===== src/hw/rtl/sph_pfa_pkg.sv =====
// ----------------------------------------------------------------------------
// SPH pair force accumulator package
// Beat types, micro-operation codes and controller/datapath bundles.
// ----------------------------------------------------------------------------
package sph_pfa_pkg;

  // largest magnitude carried by any intermediate value
  localparam logic [63:0] MAG_MAX = 64'h7FFF_FFFF_FFFF_FFFF;

  // configuration register indexes
  localparam logic [3:0] CFG_KERNEL_RADIUS   = 4'd0;
  localparam logic [3:0] CFG_PARTICLE_MASS   = 4'd1;
  localparam logic [3:0] CFG_VISCOSITY_CONST = 4'd2;
  localparam logic [3:0] CFG_PRESSURE_COEF   = 4'd3;
  localparam logic [3:0] CFG_VISCOSITY_COEF  = 4'd4;
  localparam logic [3:0] CFG_WALL_STRENGTH   = 4'd5;
  localparam logic [3:0] CFG_WALL_CUTOFF     = 4'd6;
  localparam logic [3:0] CFG_GRAVITY_Y       = 4'd7;

  // input beat
  typedef struct packed {
    logic signed [31:0] offset_x;
    logic signed [31:0] offset_y;
    logic signed [31:0] nbr_vel_x;
    logic signed [31:0] nbr_vel_y;
    logic        [31:0] nbr_density;
    logic signed [47:0] nbr_pressure;
    logic               nbr_is_wall;
    logic signed [31:0] own_vel_x;
    logic signed [31:0] own_vel_y;
    logic        [31:0] own_density;
    logic signed [47:0] own_pressure;
    logic               last_neighbor;
  } in_item_t;

  // result beat
  typedef struct packed {
    logic signed [47:0] force_x;
    logic signed [47:0] force_y;
    logic               saturated;
  } out_item_t;

  // configuration write beat
  typedef struct packed {
    logic [3:0]  index;
    logic [47:0] data;
  } cfg_write_t;

  // micro-operations; linear chains are consecutive codes
  typedef enum logic [4:0] {
    OP_DX2, OP_DY2, OP_SQRT, OP_UX, OP_UY,
    OP_Q, OP_A, OP_K, OP_G, OP_MAG, OP_PX, OP_PY, OP_L,
    OP_WX, OP_WXM, OP_WXV, OP_VX, OP_WY, OP_WYM, OP_WYV, OP_VY,
    OP_S, OP_S2, OP_S4, OP_E, OP_IR, OP_EX, OP_WLX, OP_EY, OP_WLY,
    OP_GRAV
  } op_t;

  // product scaling
  typedef enum logic [1:0] {
    SH_0  = 2'd0,
    SH_16 = 2'd1,
    SH_40 = 2'd2
  } shift_t;

  // controller to datapath
  typedef struct packed {
    logic capture;
    logic start;
    op_t  op;
    logic emit;
  } cmd_t;

  // datapath to controller
  typedef struct packed {
    logic done;
    logic r_zero;
    logic fluid_ok;
    logic wall_ok;
    logic last;
    logic out_free;
  } sts_t;

endpackage


===== src/hw/rtl/sph_pfa_ctrl.sv =====
// ----------------------------------------------------------------------------
// SPH pair force accumulator controller
// Sequences the micro-operations of one pair and the emit of a result.
// ----------------------------------------------------------------------------
module sph_pfa_ctrl (
  input  logic               clk,
  input  logic               rst_n,
  input  logic               in_valid,
  output logic               in_ready,
  output sph_pfa_pkg::cmd_t  cmd,
  input  sph_pfa_pkg::sts_t  sts
);

  typedef enum logic [4:0] {
    ST_IDLE   = 5'b00001,
    ST_ISSUE  = 5'b00010,
    ST_WAIT   = 5'b00100,
    ST_BRANCH = 5'b01000,
    ST_EMIT   = 5'b10000
  } state_t;

  state_t           state_r, state_nxt;
  sph_pfa_pkg::op_t step_r, step_nxt;

  // next state and step
  always_comb begin
    state_nxt   = state_r;
    step_nxt    = step_r;
    in_ready    = 1'b0;
    cmd         = '0;
    cmd.op      = step_r;
    case (state_r)
      ST_IDLE: begin
        in_ready    = 1'b1;
        cmd.capture = in_valid;
        if (in_valid) begin
          step_nxt  = sph_pfa_pkg::OP_DX2;
          state_nxt = ST_ISSUE;
        end
      end
      ST_ISSUE: begin
        cmd.start = 1'b1;
        state_nxt = ST_WAIT;
      end
      ST_WAIT: begin
        if (sts.done) state_nxt = ST_BRANCH;
      end
      ST_BRANCH: begin
        state_nxt = ST_ISSUE;
        case (step_r)
          sph_pfa_pkg::OP_SQRT: begin
            if (sts.r_zero) begin
              if (sts.last) step_nxt = sph_pfa_pkg::OP_GRAV;
              else state_nxt = ST_IDLE;
            end else begin
              step_nxt = sph_pfa_pkg::OP_UX;
            end
          end
          sph_pfa_pkg::OP_UY: begin
            if (sts.fluid_ok) step_nxt = sph_pfa_pkg::OP_Q;
            else if (sts.wall_ok) step_nxt = sph_pfa_pkg::OP_S;
            else if (sts.last) step_nxt = sph_pfa_pkg::OP_GRAV;
            else state_nxt = ST_IDLE;
          end
          sph_pfa_pkg::OP_VY, sph_pfa_pkg::OP_WLY: begin
            if (sts.last) step_nxt = sph_pfa_pkg::OP_GRAV;
            else state_nxt = ST_IDLE;
          end
          sph_pfa_pkg::OP_GRAV: begin
            state_nxt = ST_EMIT;
          end
          default: begin
            step_nxt = sph_pfa_pkg::op_t'(step_r + 5'd1);
          end
        endcase
      end
      ST_EMIT: begin
        if (sts.out_free) begin
          cmd.emit  = 1'b1;
          state_nxt = ST_IDLE;
        end
      end
      default: state_nxt = ST_IDLE;
    endcase
  end

  // state registers
  always_ff @(posedge clk) begin
    if (!rst_n) begin
      state_r <= ST_IDLE;
      step_r  <= sph_pfa_pkg::OP_DX2;
    end else begin
      state_r <= state_nxt;
      step_r  <= step_nxt;
    end
  end

endmodule


===== config.mk =====
export PLATFORM = sky130hd
export DESIGN_NAME = sph_pfa_ctrl
export DESIGN_NICKNAME = d
export VERILOG_FILES = /design/src/hw/rtl/sph_pfa_pkg.sv /design/src/hw/rtl/sph_pfa_ctrl.sv
export SDC_FILE = /design/constraint.sdc
export NUM_CORES = 1
export LEC_CHECK = 0
export BUFFER_PORTS_ARGS = -buffer_cell sky130_fd_sc_hd__buf_2
export CORE_MARGIN = 5
export CORE_UTILIZATION = 30
export CTS_BUF_LIST = sky130_fd_sc_hd__clkbuf_8
export CTS_CLUSTER_DIAMETER = 120
export DETAILED_ROUTE_END_ITERATION = 12
export GPL_ROUTABILITY_DRIVEN = 0
export PLACE_DENSITY = 0.53
export REMOVE_ABC_BUFFERS = 1
export SETUP_SLACK_MARGIN = 0.5
export SYNTH_ARGS = -nofsm -noshare
export SYNTH_HDL_FRONTEND = slang
export SYNTH_SLANG_ARGS = --single-unit

===== constraint.sdc =====
create_clock -name clk -period 2.01 [get_ports clk]
set_clock_uncertainty 0.1 [all_clocks]
set_input_delay 0.1005 -clock clk [delete_from_list [all_inputs] [get_ports clk]]
set_output_delay 0.1005 -clock clk [all_outputs]
set_load 0.01 [all_outputs]

==> results.cfg <==
[setup_path]
cpPeakStageDelay_ns = 0.49
worst-path-buf-inv = 2
r2r_cells = 7
slowest_stage = or4b_4
cpLargestDelayFamily = compound AO/OA/AOI/OAI gates
r2r-end = state_r[1]
critPathMaxFanout = 3
cp-end-kind = flip-flop
critPathKind = reg -> reg
r2r-start = step_r[0]
worst-r2r-setup-slack_ns = 0.02
cp_data_required_time_ns = 2.08
crit_arrival_ns = 2.06
critPathLaunchType = flip-flop
cp_cell_sequence = inv_2 -> buf_6 -> ha_4 -> or4b_4 -> o22a_4 -> a211o_1 -> a211oi_2

[timing]
rsz0062_at_grt = true
period_minus_slack_ns = 1.988
tightest_slew_ns = 0.6330
slew_viol_final = 0
timing.fmax_mhz = 503.0
finalHoldViolCount = 0
maxSlewHeadroom = 0.5724
period_share = 0.9891
finalSetupViolations = 0
fin_ws_ns = 0.02197

[placement]
pre_cts_slack_ns = -0.06927
port_buffers = 17
post-dp-hpwl_um = 1958

[pwr]
p_total_mw = 0.6689
p_leak_nw = 0.5573
peakVddDrop_mv = 0.3261
pwr_density_cell_nw_per_um2 = 513.6

[route]
drt_iter0_drc = 32
ant_nets = 0
wl_met3_um = 143
wirelength_um = 2788
viasPerCell = 5.644
vias = 999
wl_met1_um = 1198
routed.top_layer = met4
met2_wirelength_um = 1349
wire_per_inst_um = 15.75
drc = 0
drt_pre_antenna_iters = 4

[logic_synthesis]
synthTopCellsByArea = dfxtp_1 (23%), nand3_1 (6.4%), ha_1 (5.8%)
synth_edf_count = 0
ys_ff_latch = 10
synth_area_leader_cell = dfxtp_1
yosysSeqAreaShare = 0.2326
ys.flop_type = dfxtp_1
synth-async-reset-ratio = 0
yosysWarningCount = 0
syn_area_sq_um = 860.8
synth.avg_cell_area_sq_um = 8.121
ys_types = 46
postSynthCellCount = 106
synth_top_area_frac = 0.2326

[final_layout]
antenna_cells = 0
layout_commonest_cell = buf_4
area_delta_synth_final_pct = 51.31
drive_above_1_share = 0.5000
nets = 160
layout_common_cells = buf_4 (19), buf_2 (17), nand3_1 (9)

[grt]
grt_pass1_vias = 978
grt_max_degree = 10
grt.overflow.total = 0
globalRouteTotalUtil = 0.1372
grt_pass1_wl_um = 4422
antenna_found_initial = 0

[die]
core_sq_um = 2758
row_count = 19
die_h_um = 63.57
start_util = 0.3122
num_io_pins = 18
die-area_sq_um = 4041
die_x_um = 63.57

[clocking]
tritoncts = done
cts_max_level = 1
cts.root.buffer_cell = clkbuf_8
clk_path_buf_depth = 2
clk_pin_slew_ns = 0.06
numCtsBuffers = 3
clk_latency_ns = 0.25
clock_sinks = 10

[worst_hold_path]
min_path_cells = 3
hold_path_class = in -> reg
min_from = rst_n
hold_end = state_r[4]

[flow_run]
cap_viol_max_count = 0

[status]
status = completed
==> tightest hold or removal path, delay by kind of cell <==
| family | cells | cell delay (ns) |
|---|---|---|
| buffers and inverters | 2 | 0.16 |
| AO/OA/AOI/OAI | 1 | 0.11 |
==> power by group <==
| group | switching, mW | leakage [nW] | internal (mW) |
|---|---|---|---|
| logic | 0.0858 | 0.445 | 0.0841 |
| clock network | 0.101 | 0.0288 | 0.174 |
| registers | 0.0154 | 0.0831 | 0.209 |
==> registers in the layout, summed over array words and instances (netlist names) <==
name     cells
state_r      5
step_r       5
==> per-layer routing <==
metal	GRT usage	vias to the layer above
met3	0.03552	8
li1	-	488
met4	0.08052	0
met1	0.1683	464
met2	0.2132	39
met5	0	-
==> synth_stat cells (2+ instances only) <==
cell type / number
nand3_1: 11
dfxtp_1: 10
inv_1: 8
o21ai_0: 8
nor2_1: 6
nor4_1: 5
ha_1: 4
nand2_1: 4
a21oi_1: 3
nand4_1: 3
a31oi_1: 2
buf_4: 2
buf_6: 2
clkbuf_1: 2
nand2b_1: 2
nor3_1: 2
or3_1: 2
or3b_2: 2
==> kinds of logic (layout without fill, tap and decap cells) <==
family | count (synthesis) | in the layout | share of synthesized area
AND/OR/NAND/NOR | 48 | 48 | 0.3503
buffers and inverters | 14 | 54 | 0.08721
XOR/XNOR | 2 | 2 | 0.02035
multiplexers | 1 | 1 | 0.01163
flip-flops | 10 | 10 | 0.2326
adder cells (fa/ha/maj) | 4 | 4 | 0.05814
AO/OA/AOI/OAI | 27 | 27 | 0.2398
==> stage by stage <==
| step | setup TNS (ns) | util | std cells | hold slack [ns] | cell area (sq um) |
|---|---|---|---|---|---|
| after global placement | -0.02498 | 0.3925 | 167 | 0.2490 | 1082 |
| final | 0 | 0.4723 | 177 | 0.07118 | 1303 |
| after floorplan | -0.1663 | - | 100 | 0.1290 | 815.8 |
| after global routing | -0.05778 | 0.4723 | 177 | 0.1074 | 1303 |
| after CTS | 0 | 0.4515 | 176 | 0.07126 | 1245 |
| after detailed placement | -0.07334 | 0.3925 | 167 | 0.2563 | 1082 |
==> cell type report <==
class,count,area [sq um]
fill,263,1455
clock buffer,4,55.05
sequential,10,205.2
tap,31,38.79
inverter,8,30.03
timing repair buffer,42,294.0
multi-input combinational,82,679.4
==> worst max-delay path by stage <==
stage	cells past startpoint	slack, ns	from	end
global placement	6	-0.02	step_r[0]	state_r[1]
CTS	7	0.03	step_r[0]	state_r[1]
floorplan	6	-0.11	step_r[0]	state_r[1]
global route	6	-0.04	step_r[1]	state_r[1]
detailed placement	6	-0.07	step_r[0]	state_r[1]
finish	7	0.02	step_r[0]	state_r[1]
==> timing repair <==
| action | 4_1_cts | 5_1_grt |
|---|---|---|
| gates resized for setup | 19 | 11 |
| pin swaps | 8 | 9 |
| setup endpoints to repair | 12 | 14 |
| hold buffers | 1 | 0 |
| hold endpoints to repair | 1 | 0 |
| cloned | 0 | 0 |
| buffers inserted | 4 | 1 |
(Power assumes the default switching activity.)
